$ cat src/hdl/rmd160_pkg.sv
package rmd160_pkg;

  typedef struct packed {
    logic [7:0] data_byte;
    logic       has_byte;
    logic       last;
  } in_item_t;

  typedef struct packed {
    logic [31:0] digest_word;
    logic [2:0]  word_index;
    logic        last_word;
  } out_item_t;

  typedef enum logic [2:0] {
    ST_IDLE,
    ST_ROUND,
    ST_FOLD,
    ST_PAD,
    ST_LEN,
    ST_EMIT
  } state_e;

  localparam logic [31:0] IV0 = 32'h67452301;
  localparam logic [31:0] IV1 = 32'hefcdab89;
  localparam logic [31:0] IV2 = 32'h98badcfe;
  localparam logic [31:0] IV3 = 32'h10325476;
  localparam logic [31:0] IV4 = 32'hc3d2e1f0;

  localparam logic [3:0] SEL_L [80] = '{
    0,1,2,3,4,5,6,7,8,9,10,11,12,13,14,15,
    7,4,13,1,10,6,15,3,12,0,9,5,2,14,11,8,
    3,10,14,4,9,15,8,1,2,7,0,6,13,11,5,12,
    1,9,11,10,0,8,12,4,13,3,7,15,14,5,6,2,
    4,0,5,9,7,12,2,10,14,1,3,8,11,6,15,13};
  localparam logic [3:0] SEL_R [80] = '{
    5,14,7,0,9,2,11,4,13,6,15,8,1,10,3,12,
    6,11,3,7,0,13,5,10,14,15,8,12,4,9,1,2,
    15,5,1,3,7,14,6,9,11,8,12,2,10,0,4,13,
    8,6,4,1,3,11,15,0,5,12,2,13,9,7,10,14,
    12,15,10,4,1,5,8,7,6,2,13,14,0,3,9,11};
  localparam logic [3:0] ROT_L [80] = '{
    11,14,15,12,5,8,7,9,11,13,14,15,6,7,9,8,
    7,6,8,13,11,9,7,15,7,12,15,9,11,7,13,12,
    11,13,6,7,14,9,13,15,14,8,13,6,5,12,7,5,
    11,12,14,15,14,15,9,8,9,14,5,6,8,6,5,12,
    9,15,5,11,6,8,13,12,5,12,13,14,11,8,5,6};
  localparam logic [3:0] ROT_R [80] = '{
    8,9,9,11,13,15,15,5,7,7,8,11,14,14,12,6,
    9,13,15,7,12,8,9,11,7,7,12,7,6,15,13,11,
    9,7,15,11,8,6,6,14,12,13,5,14,13,13,7,5,
    15,5,8,11,14,14,6,14,6,9,12,9,12,5,15,8,
    8,5,12,9,12,5,14,6,8,13,6,5,15,13,11,11};
  localparam logic [31:0] ADD_L [5] = '{
    32'h00000000, 32'h5a827999, 32'h6ed9eba1, 32'h8f1bbcdc, 32'ha953fd4e};
  localparam logic [31:0] ADD_R [5] = '{
    32'h50a28be6, 32'h5c4dd124, 32'h6d703ef3, 32'h7a6d76e9, 32'h00000000};

  function automatic logic [31:0] boolfn(input logic [2:0] k, input logic [31:0] x,
                                         input logic [31:0] y, input logic [31:0] z);
    case (k)
      3'd0:    return x ^ y ^ z;
      3'd1:    return (x & y) | (~x & z);
      3'd2:    return (x | ~y) ^ z;
      3'd3:    return (x & z) | (y & ~z);
      default: return x ^ (y | ~z);
    endcase
  endfunction

  function automatic logic [31:0] rotl(input logic [31:0] x, input logic [3:0] n);
    logic [63:0] w;
    w = {x, x} << n;
    return w[63:32];
  endfunction

endpackage

$ cat src/hdl/ripemd160_byte_stream_hasher_top.sv
// Input: a byte that does not complete a block is taken while idle; a block-completing
// byte holds the input stalled through 80 round steps (both lines in parallel) and the fold.
// Last item: padding, the length word and one or two compressions come before the first
// digest word; then five digest transactions, one per cycle unless stalled.
// Only one item is taken at a time; the input stalls in every state but idle.
// Reset: asynchronous, active low; chaining value to the initial vector,
// block and count cleared. Same state is restored after each digest.
module ripemd160_byte_stream_hasher_top (
  input  logic                  clk_i,
  input  logic                  rst_ni,
  input  logic                  in_valid_i,
  output logic                  in_stall_o,
  input  rmd160_pkg::in_item_t  in_data_i,
  output logic                  out_valid_o,
  input  logic                  out_stall_i,
  output rmd160_pkg::out_item_t out_data_o
);
  rmd160_pkg::state_e state_q, state_d;
  logic [31:0] h_q [5];
  logic [31:0] blk_q [16];
  logic [31:0] cnt_q;
  logic [31:0] l_q [5];
  logic [31:0] r_q [5];
  logic [6:0]  step_q;
  logic        fin_q;
  logic        tail_q;
  logic [2:0]  idx_q;

  logic [2:0]  rnd;
  logic [31:0] lt, lc, rt, rc;
  logic        take;
  logic [5:0]  pos;
  logic [5:0]  fpos;

  assign rnd  = step_q[6:4];
  assign take = in_valid_i && !in_stall_o;
  assign pos  = cnt_q[5:0];
  assign fpos = cnt_q[5:0];

  rmd160_step u_left (
    .fn_i(rnd), .a_i(l_q[0]), .b_i(l_q[1]), .c_i(l_q[2]), .d_i(l_q[3]), .e_i(l_q[4]),
    .w_i(blk_q[rmd160_pkg::SEL_L[step_q]]), .k_i(rmd160_pkg::ADD_L[rnd]),
    .s_i(rmd160_pkg::ROT_L[step_q]), .t_o(lt), .c10_o(lc));
  rmd160_step u_right (
    .fn_i(3'd4 - rnd), .a_i(r_q[0]), .b_i(r_q[1]), .c_i(r_q[2]), .d_i(r_q[3]),
    .e_i(r_q[4]), .w_i(blk_q[rmd160_pkg::SEL_R[step_q]]), .k_i(rmd160_pkg::ADD_R[rnd]),
    .s_i(rmd160_pkg::ROT_R[step_q]), .t_o(rt), .c10_o(rc));

  assign in_stall_o  = (state_q != rmd160_pkg::ST_IDLE);
  assign out_valid_o = (state_q == rmd160_pkg::ST_EMIT);
  assign out_data_o.digest_word = h_q[idx_q];
  assign out_data_o.word_index  = idx_q;
  assign out_data_o.last_word   = (idx_q == 3'd4);

  always_comb begin
    state_d = state_q;
    case (state_q)
      rmd160_pkg::ST_IDLE: begin
        if (take && in_data_i.has_byte && pos == 6'd63) state_d = rmd160_pkg::ST_ROUND;
        else if (take && in_data_i.last) state_d = rmd160_pkg::ST_PAD;
      end
      rmd160_pkg::ST_ROUND: if (step_q == 7'd79) state_d = rmd160_pkg::ST_FOLD;
      rmd160_pkg::ST_FOLD: begin
        if (tail_q) state_d = rmd160_pkg::ST_EMIT;
        else if (fin_q && fpos > 6'd55) state_d = rmd160_pkg::ST_LEN;
        else if (fin_q) state_d = rmd160_pkg::ST_PAD;
        else state_d = rmd160_pkg::ST_IDLE;
      end
      rmd160_pkg::ST_PAD: begin
        if (fpos > 6'd55) state_d = rmd160_pkg::ST_ROUND;
        else state_d = rmd160_pkg::ST_LEN;
      end
      rmd160_pkg::ST_LEN:  state_d = rmd160_pkg::ST_ROUND;
      rmd160_pkg::ST_EMIT: if (!out_stall_i && idx_q == 3'd4) state_d = rmd160_pkg::ST_IDLE;
      default: state_d = rmd160_pkg::ST_IDLE;
    endcase
  end

  always_ff @(posedge clk_i or negedge rst_ni) begin
    if (!rst_ni) begin
      state_q <= rmd160_pkg::ST_IDLE;
      h_q     <= '{rmd160_pkg::IV0, rmd160_pkg::IV1, rmd160_pkg::IV2,
                   rmd160_pkg::IV3, rmd160_pkg::IV4};
      blk_q   <= '{default: 32'd0};
      cnt_q   <= '0;
      step_q  <= '0;
      fin_q   <= 1'b0;
      tail_q  <= 1'b0;
      idx_q   <= '0;
    end else begin
      state_q <= state_d;
      case (state_q)
        rmd160_pkg::ST_IDLE: begin
          if (take) begin
            fin_q  <= in_data_i.last;
            tail_q <= 1'b0;
            step_q <= '0;
            if (in_data_i.has_byte) begin
              blk_q[pos[5:2]] <= blk_q[pos[5:2]] |
                                 ({24'd0, in_data_i.data_byte} << {pos[1:0], 3'd0});
              cnt_q <= cnt_q + 32'd1;
            end
          end
        end
        rmd160_pkg::ST_ROUND: begin
          step_q <= step_q + 7'd1;
        end
        rmd160_pkg::ST_FOLD: begin
          h_q[0] <= h_q[1] + l_q[2] + r_q[3];
          h_q[1] <= h_q[2] + l_q[3] + r_q[4];
          h_q[2] <= h_q[3] + l_q[4] + r_q[0];
          h_q[3] <= h_q[4] + l_q[0] + r_q[1];
          h_q[4] <= h_q[0] + l_q[1] + r_q[2];
          blk_q  <= '{default: 32'd0};
          step_q <= '0;
          idx_q  <= '0;
        end
        rmd160_pkg::ST_PAD: begin
          blk_q[fpos[5:2]] <= blk_q[fpos[5:2]] | (32'h80 << {fpos[1:0], 3'd0});
          if (fpos <= 6'd55) begin
            blk_q[14] <= cnt_q << 3;
            blk_q[15] <= {29'd0, cnt_q[31:29]};
            tail_q    <= 1'b1;
          end
        end
        rmd160_pkg::ST_LEN: begin
          blk_q[14] <= cnt_q << 3;
          blk_q[15] <= {29'd0, cnt_q[31:29]};
          tail_q    <= 1'b1;
        end
        rmd160_pkg::ST_EMIT: begin
          if (!out_stall_i) begin
            if (idx_q == 3'd4) begin
              idx_q <= '0;
              h_q   <= '{rmd160_pkg::IV0, rmd160_pkg::IV1, rmd160_pkg::IV2,
                         rmd160_pkg::IV3, rmd160_pkg::IV4};
              cnt_q <= '0;
              fin_q <= 1'b0;
              tail_q <= 1'b0;
            end else begin
              idx_q <= idx_q + 3'd1;
            end
          end
        end
        default: ;
      endcase
    end
  end

  always_ff @(posedge clk_i) begin
    if (state_q == rmd160_pkg::ST_ROUND) begin
      l_q <= '{l_q[4], lt, l_q[1], lc, l_q[3]};
      r_q <= '{r_q[4], rt, r_q[1], rc, r_q[3]};
    end else begin
      l_q <= h_q;
      r_q <= h_q;
    end
  end
endmodule

$ cat src/hdl/rmd160_step.sv
module rmd160_step (
  input  logic [2:0]  fn_i,
  input  logic [31:0] a_i,
  input  logic [31:0] b_i,
  input  logic [31:0] c_i,
  input  logic [31:0] d_i,
  input  logic [31:0] e_i,
  input  logic [31:0] w_i,
  input  logic [31:0] k_i,
  input  logic [3:0]  s_i,
  output logic [31:0] t_o,
  output logic [31:0] c10_o
);
  logic [31:0] sum;
  assign sum   = a_i + rmd160_pkg::boolfn(fn_i, b_i, c_i, d_i) + w_i + k_i;
  assign t_o   = rmd160_pkg::rotl(sum, s_i) + e_i;
  assign c10_o = rmd160_pkg::rotl(c_i, 4'd10);
endmodule

$ cat config.mk
export PLATFORM = sky130hd
export DESIGN_NAME = ripemd160_byte_stream_hasher_top
export DESIGN_NICKNAME = d
export VERILOG_FILES = /design/src/hdl/rmd160_pkg.sv /design/src/hdl/ripemd160_byte_stream_hasher_top.sv /design/src/hdl/rmd160_step.sv
export SDC_FILE = /design/constraint.sdc
export NUM_CORES = 2
export LEC_CHECK = 0
export BUFFER_PORTS_ARGS = -buffer_cell sky130_fd_sc_hd__buf_2
export CAP_MARGIN = 20
export CORE_ASPECT_RATIO = 1.75
export CORE_MARGIN = 8
export CORE_UTILIZATION = 29
export CTS_CLUSTER_DIAMETER = 50
export CTS_CLUSTER_SIZE = 12
export DETAILED_ROUTE_END_ITERATION = 16
export PLACE_DENSITY = 0.49
export RECOVER_POWER = 25
export SLEW_MARGIN = 10
export SYNTH_ARGS = -nofsm -noshare
export SYNTH_HDL_FRONTEND = slang
export SYNTH_HIERARCHICAL = 1
export SYNTH_SLANG_ARGS = --single-unit
$ cat constraint.sdc
create_clock -name clk_i -period 22.5 [get_ports clk_i]
set_input_delay 1.125 -clock clk_i [delete_from_list [all_inputs] [get_ports clk_i]]
set_output_delay 1.125 -clock clk_i [all_outputs]
set_load 0.005 [all_outputs]
; Yosys cells after proc, flatten, opt, wreduce, memory -nomap -nowiden
; Memory sizes are Yosys's and may differ from the RTL's.
; Cells that the tools add are included.
; Widths: inputs -> output; s select.
[totals]
ff_bits = 1039
romBits = 2560
inputBits = 14
memories = 6
[op_classes]
addsub = 22
magnitude_cmp = 9
n_eq_ne = 22
n_shift = 4
muxes = 66
bitwise = 38
reduce_logical = 28
[mem_list]
columns = memory, depth, word_bits, rd, rd_clocked_by_memory_dff, write_ports, line_no
row1 = (name not given), 128, 4, 1, 0, 0, ripemd160_byte_stream_hasher_top.sv:47  ; .s_i(rmd160_pkg::ROT_R[step_q]), .t_o(rt), .c10_o(rc));
row2 = (name not given), 128, 4, 1, 0, 0, ripemd160_byte_stream_hasher_top.sv:46  ; .e_i(r_q[4]), .w_i(blk_q[rmd160_pkg::SEL_R[step_q]]), .k_i(rmd160_pkg::ADD_R[rnd]),
row3 = (name not given), 128, 4, 1, 0, 0, ripemd160_byte_stream_hasher_top.sv:43  ; .s_i(rmd160_pkg::ROT_L[step_q]), .t_o(lt), .c10_o(lc));
row4 = (name not given), 128, 4, 1, 0, 0, ripemd160_byte_stream_hasher_top.sv:42  ; .w_i(blk_q[rmd160_pkg::SEL_L[step_q]]), .k_i(rmd160_pkg::ADD_L[rnd]),
row5 = (name not given), 8, 32, 1, 0, 0, ripemd160_byte_stream_hasher_top.sv:46
row6 = (name not given), 8, 32, 1, 0, 0, ripemd160_byte_stream_hasher_top.sv:42
[ops]
columns = operator, count
row1 = $pmux 448 s3, 1
row2 = $bwmux 512, 2
row3 = $mux 512, 2
row4 = $mux 160, 4
row5 = $add 32x32->32, 18
row6 = $mux 32, 17
row7 = $bmux 32 s4, 3
row8 = $or 32x32->32, 10
row9 = $pmux 160 s2, 1
row10 = $and 32x32->32, 8
row11 = $pmux 32 s4, 2
row12 = $pmux 64 s4, 1
row13 = $xor 32x32->32, 8
row14 = $not 32->32, 6
row15 = $demux 32 s4, 1
row16 = $shl 64x4->64, 2
row17 = $bmux 32 s3, 1
row18 = $mux 64, 1
row19 = $pmux 32 s2, 1
row20 = $add 32x1->32 const B, 1
row21 = $mux 4, 8
row22 = $shl 8x5->32, 1
row23 = $shl 8x5->32 const A, 1
row24 = $mux 3, 9
row25 = other kinds (38), 80

; Depth between registers and ports, before layout
[logic_depth]
depth_word = 13
mapped_depth = 47
depth_no_buf = 41

; Hierarchy
; The synthesis kept the hierarchy.
[by_module_without_submodules]
columns = module, n_inst, cells_per_inst, area_each_um2, seq_area_each_um2
row1 = ripemd160_byte_stream_hasher_top, 1, 7571, 69823.2, 24498.5
row2 = rmd160_step (u_right), 1, 1232, 9491.6, 0.0
row3 = rmd160_step (u_left), 1, 1153, 9178.8, 0.0

; Worst setup path before layout
; No wires, ideal clock.
[synth_timing]
kind = register to register
startpoint = reg step_q[0]
endpoint = reg l_q[124] (netlist name)
setup_ns = 0.058
t_arrival_ns = 9.882
required_ns = 22.442
path_slack_ns = 12.559
stages_incl_launch_ff = 44
path_buffers = 4
path_cell_list = dfrtp_1 > buf_2 > clkbuf_1 > inv_1 > ha_1 > buf_2 > or2_1 > nand3_1 > o311a_1 > a211oi_2 > buf_2 > mux4_2 > mux2i_1 > mux2i_1 > fa_1 > fa_1 > ha_1 > inv_1 > (+8 left out) > mux4_2 > mux2i_1 > mux2i_1 > ha_1 > fa_1 > a21oi_1 > o21bai_1 > a2111oi_2 > nor2_1 > a221oi_2 > o211ai_1 > a21o_1 > a21oi_1 > o21bai_1 > o41ai_1 > xnor2_1 > nand2_1 > nand2_1
[synth_between]
elab_chain_len = 13
word_cells_on_any_way = 16
[synth_rtl]
columns = item, line_no
row1 = "start, declared", ripemd160_byte_stream_hasher_top.sv:24  ; logic [6:0] step_q;
row2 = "start signal, assigned", ripemd160_byte_stream_hasher_top.sv:106  ; step_q <= step_q + 7'd1;
row3 = $not 7->8 (not written as such) (*), "ripemd160_byte_stream_hasher_top.sv:42, ripemd160_byte_stream_hasher_top.sv:43"
row4 = $mem_v2 128x4, n/a
row5 = $mux 4 (not written as such) (2 in series), ripemd160_byte_stream_hasher_top.sv:42
row6 = $not 4->5 (not written as such), ripemd160_byte_stream_hasher_top.sv:42
row7 = $bmux 32 s4, ripemd160_byte_stream_hasher_top.sv:42
row8 = $mux 32 (not written as such) (2 in series), ripemd160_byte_stream_hasher_top.sv:42
row9 = $add 32x32->32 (2 in series), rmd160_step.sv:15  ; assign sum = a_i + rmd160_pkg::boolfn(fn_i, b_i, c_i, d_i) + w_i + k_i;
row10 = $shl 64x4->64 (*), rmd160_pkg.sv:72  ; w = {x, x} << n;
row11 = $add 32x32->32 (*), rmd160_step.sv:16  ; assign t_o = rmd160_pkg::rotl(sum, s_i) + e_i;
row12 = via lt[28], ripemd160_byte_stream_hasher_top.sv:30  ; logic [31:0] lt, lc, rt, rc;
row13 = $mux 160 (*), ripemd160_byte_stream_hasher_top.sv:151  ; if (state_q == rmd160_pkg::ST_ROUND) begin
row14 = "end signal, assigned", ripemd160_byte_stream_hasher_top.sv:152  ; l_q <= '{l_q[4], lt, l_q[1], lc, l_q[3]};
row15 = "end signal, assigned", ripemd160_byte_stream_hasher_top.sv:155  ; l_q <= h_q;
row16 = "end, declared", ripemd160_byte_stream_hasher_top.sv:22  ; logic [31:0] l_q [5];
; Mark *: on every way through the listed nets, which the timed path passes. The rest lies on a longest branch. The select of a mux whose other input is x is not followed.
; A chain may end at the register's enable or synchronous reset.

; Final worst setup path
[layout_timing]
startpoint = reg step_q[1]
endpoint = reg r_q[127] (netlist name)
[layout_between]
elab_chain_len = 13
word_cells_on_any_way = 16
[layout_rtl]
columns = item, line_no
row1 = $not 7->8 (not written as such) (*), "ripemd160_byte_stream_hasher_top.sv:46, ripemd160_byte_stream_hasher_top.sv:47"
row2 = $mem_v2 128x4, n/a
row3 = $mux 4 (not written as such) (2 in series), ripemd160_byte_stream_hasher_top.sv:46
row4 = $not 4->5 (not written as such), ripemd160_byte_stream_hasher_top.sv:46
row5 = $bmux 32 s4, ripemd160_byte_stream_hasher_top.sv:46
row6 = $mux 32 (not written as such) (2 in series), ripemd160_byte_stream_hasher_top.sv:46
row7 = $add 32x32->32 (2 in series), rmd160_step.sv:15
row8 = $shl 64x4->64 (*), rmd160_pkg.sv:72
row9 = $add 32x32->32 (*), rmd160_step.sv:16
row10 = via rt[31], ripemd160_byte_stream_hasher_top.sv:30
row11 = $mux 160 (*), ripemd160_byte_stream_hasher_top.sv:151
row12 = "end signal, assigned", ripemd160_byte_stream_hasher_top.sv:153  ; r_q <= '{r_q[4], rt, r_q[1], rc, r_q[3]};
row13 = "end signal, assigned", ripemd160_byte_stream_hasher_top.sv:156  ; r_q <= h_q;
row14 = "end, declared", ripemd160_byte_stream_hasher_top.sv:23  ; logic [31:0] r_q [5];
; Marks and branches as above.

==> metrics.cfg <==
[outcome]
status = finished with violations
violations = max-capacitance violations, max-slew violations

[die]
die_w_um = 434
num_rows = 268
core_area_um2 = 304000
dieHeight_um = 747
dieArea_um2 = 324000
start_util_pct = 29.1
pin_count = 52

[final_layout]
final_area_um2 = 97100
n_fill_cell = 31500
syn2layout_area_growth_pct = 9.71
layout-drive-gt1-share_pct = 10.6
final_nets = 10300
regArea_um2 = 24500
multi_input_area_um2 = 60400

[sta]
fin_crit_ns = 14.47
tightestPinTransition_ns = 6.84
maxSlewViolCount = 713
fmax_mhz = 69.1
timing.hold.ws_ns = 0.503
fin_tns_setup_ns = 0
rsz0062_at_grt = false
fin_crit_sh_pct = 64.3
finClkSkew_ns = 0.0695
slew_headroom_pct = -356
hold_violations = 0
final-setup-viol-count = 0

[setup_path]
required_ns = 23.20
cp_slowest_cell = dfrtp_1
endpoint_kind = flip-flop
critical_path_class = reg -> reg
r2r_start = step_q[1]
cp.arrival_ns = 15.17
startpoint = step_q[1]
critPathLaunchType = flip-flop
critPathMaxFanout = 41
cpMostUsedCell = mux2i_1
ff2ff_path_depth = 42
cp_slowest_stage_delay_ns = 0.71

[grt]
first_global_vias = 82300
antenna_found_initial = 17
grt_usage_pct = 27.7
grt_max_degree = 136
globalRoute.totalOverflow = 0
grt_pass1_wl_um = 644000

[drt]
vias_per_cell = 5.98
wl_per_cell_um = 34.0
final_antenna_net_count = 0
totalWireLength_um = 468000
dr.first_iter.drc_count = 7584
vias = 82400
drc = 0
drt-pass1-iter-count = 8

[clock_network]
cts.sinks = 1039
path_clk_slew_ns = 0.06
root_buffer = clkbuf_16
cts-resized-gates = 0
numCtsBuffers = 121
cts_setup_buffers = 0
cts_max_path_buffers = 3
clk-insertion-delay-late_ns = 0.82
hold_buffers = 0
htreeDepth = 3
cts_tree = built

[logic_synthesis]
ys_seq_elements = 1039
synthDistinctLibCells = 117
yosysSeqAreaShare_pct = 27.7
synthesis.instances = 9956
synth-edff-count = 0
synth_ff_type = dfrtp_1
ys_warn_count = 6
synthArstFlopShare_pct = 69.2
avgSynthCellArea_um2 = 8.89
syn_area_um2 = 88500

[place]
dp_hpwl_um = 349000
place.gp.congestion = 1.01
io_buffer_count = 51
place_area_um2 = 93000

[min_path]
holdCritPathClass = reg -> reg
hold_path_depth = 2
min_from = l_q[14]

[job]
maxCapViolations = 11

==> cells in the final DEF (no fill, tap or decap), drive strengths merged, types with 241 or more instances in the layout <==
| cell type | instances |
|---|---|
| dfxtp | 320 |
| buf | 277 |
| mux2i | 1032 |
| a21oi | 634 |
| o21ai | 872 |
| ha | 365 |
| dfrtp | 639 |
| mux4 | 241 |
| a22oi | 488 |
| nor2 | 548 |
| fa | 286 |
| nand2 | 1660 |
==> cell families (layout without fill, tap and decap cells) <==
kind of cell    after synthesis  in the layout  share of synthesized area, %
compound gates             2830           2830                          20.3
mux                        1317           1317                          18.4
xor+xnor                    362            362                          3.60
simple gates               2785           2785                          13.3
buf+inv                     971            715                          5.03
fa+ha+maj                   651            651                          11.6
other cells                   1             20                       0.00424
flops                      1039           1039                          27.7
==> metal layers <==
metal / part of all wire (%) / GRT usage, %
met4: 13 / 28.3
met3: 6.1 / 4.62
met5: 0.014 / 0
met1: 32 / 26.8
met2: 50 / 48.4
==> per-stage QoR <==
| step | std cells | util [%] | setup slack, ns |
|---|---|---|---|
| finish | 13800 | 31.9 | 8.03 |
| global route | 13800 | 31.9 | 7.51 |
| CTS | 13800 | 31.9 | 8.48 |
| detailed placement | 13500 | 30.6 | 8.52 |
| global placement | 13500 | 30.5 | 8.41 |
| floorplan | 9958 | - | 12.56 |
==> Yosys cell counts, types with 65 or more instances <==
cell type / count / area share [%]
a211oi_1: 65 / 0.55
inv_1: 206 / 0.87
clkbuf_1: 448 / 1.9
nor2b_1: 71 / 0.50
mux2i_1: 1032 / 12
o21ai_1: 300 / 1.7
xor2_1: 160 / 1.6
dfrtp_1: 639 / 18
nor3_1: 84 / 0.48
xnor2_1: 201 / 2.0
ha_1: 365 / 5.2
o211ai_1: 98 / 0.83
a22oi_1: 487 / 4.1
nand3_1: 105 / 0.59
fa_1: 286 / 6.5
buf_2: 123 / 0.70
nand2_1: 1659 / 7.0
buf_4: 81 / 0.69
dfstp_2: 80 / 2.4
nor2_1: 544 / 2.3
a21oi_1: 625 / 3.5
mux4_2: 241 / 6.1
dfxtp_1: 320 / 7.2
a21o_1: 157 / 1.3
o21ai_0: 570 / 3.2
==> critical path: cells and delay by family (launching register included) <==
kind | cells | cell delay, ns
adder cells (fa/ha/maj) | 5 | 2.37
AND/OR/NAND/NOR | 4 | 0.80
XOR/XNOR | 2 | 0.41
AO/OA/AOI/OAI | 20 | 5.02
buffers and inverters | 5 | 3.00
flip-flops | 1 | 0.71
multiplexers | 6 | 1.79
==> area by class of cell <==
| cell class | instances | area share (%) |
|---|---|---|
| Antenna cell | 17 | 0.0438 |
| Clock buffer | 159 | 3.51 |
| Clock inverter | 50 | 0.766 |
| Inverter | 217 | 0.839 |
| Multi-Input combinational cell | 7948 | 62.2 |
| Sequential cell | 1039 | 25.3 |
| Tap cell | 4050 | 5.22 |
| Timing Repair Buffer | 289 | 2.16 |
==> worst paths after layout <==
check	end	slack, ns
setup reg to reg	r_q[127]	8.03
max in group asynchronous	h_q[39]	9.68
hold reg to reg	l_q[142]	0.50
hold / removal	l_q[142]	0.50
setup / recovery	r_q[127]	8.03
min in group asynchronous	asynchronous set/reset pin	2.52
Power is not shown: default switching activity piles up to over one toggle a cycle in this logic, so the estimate is an artifact.
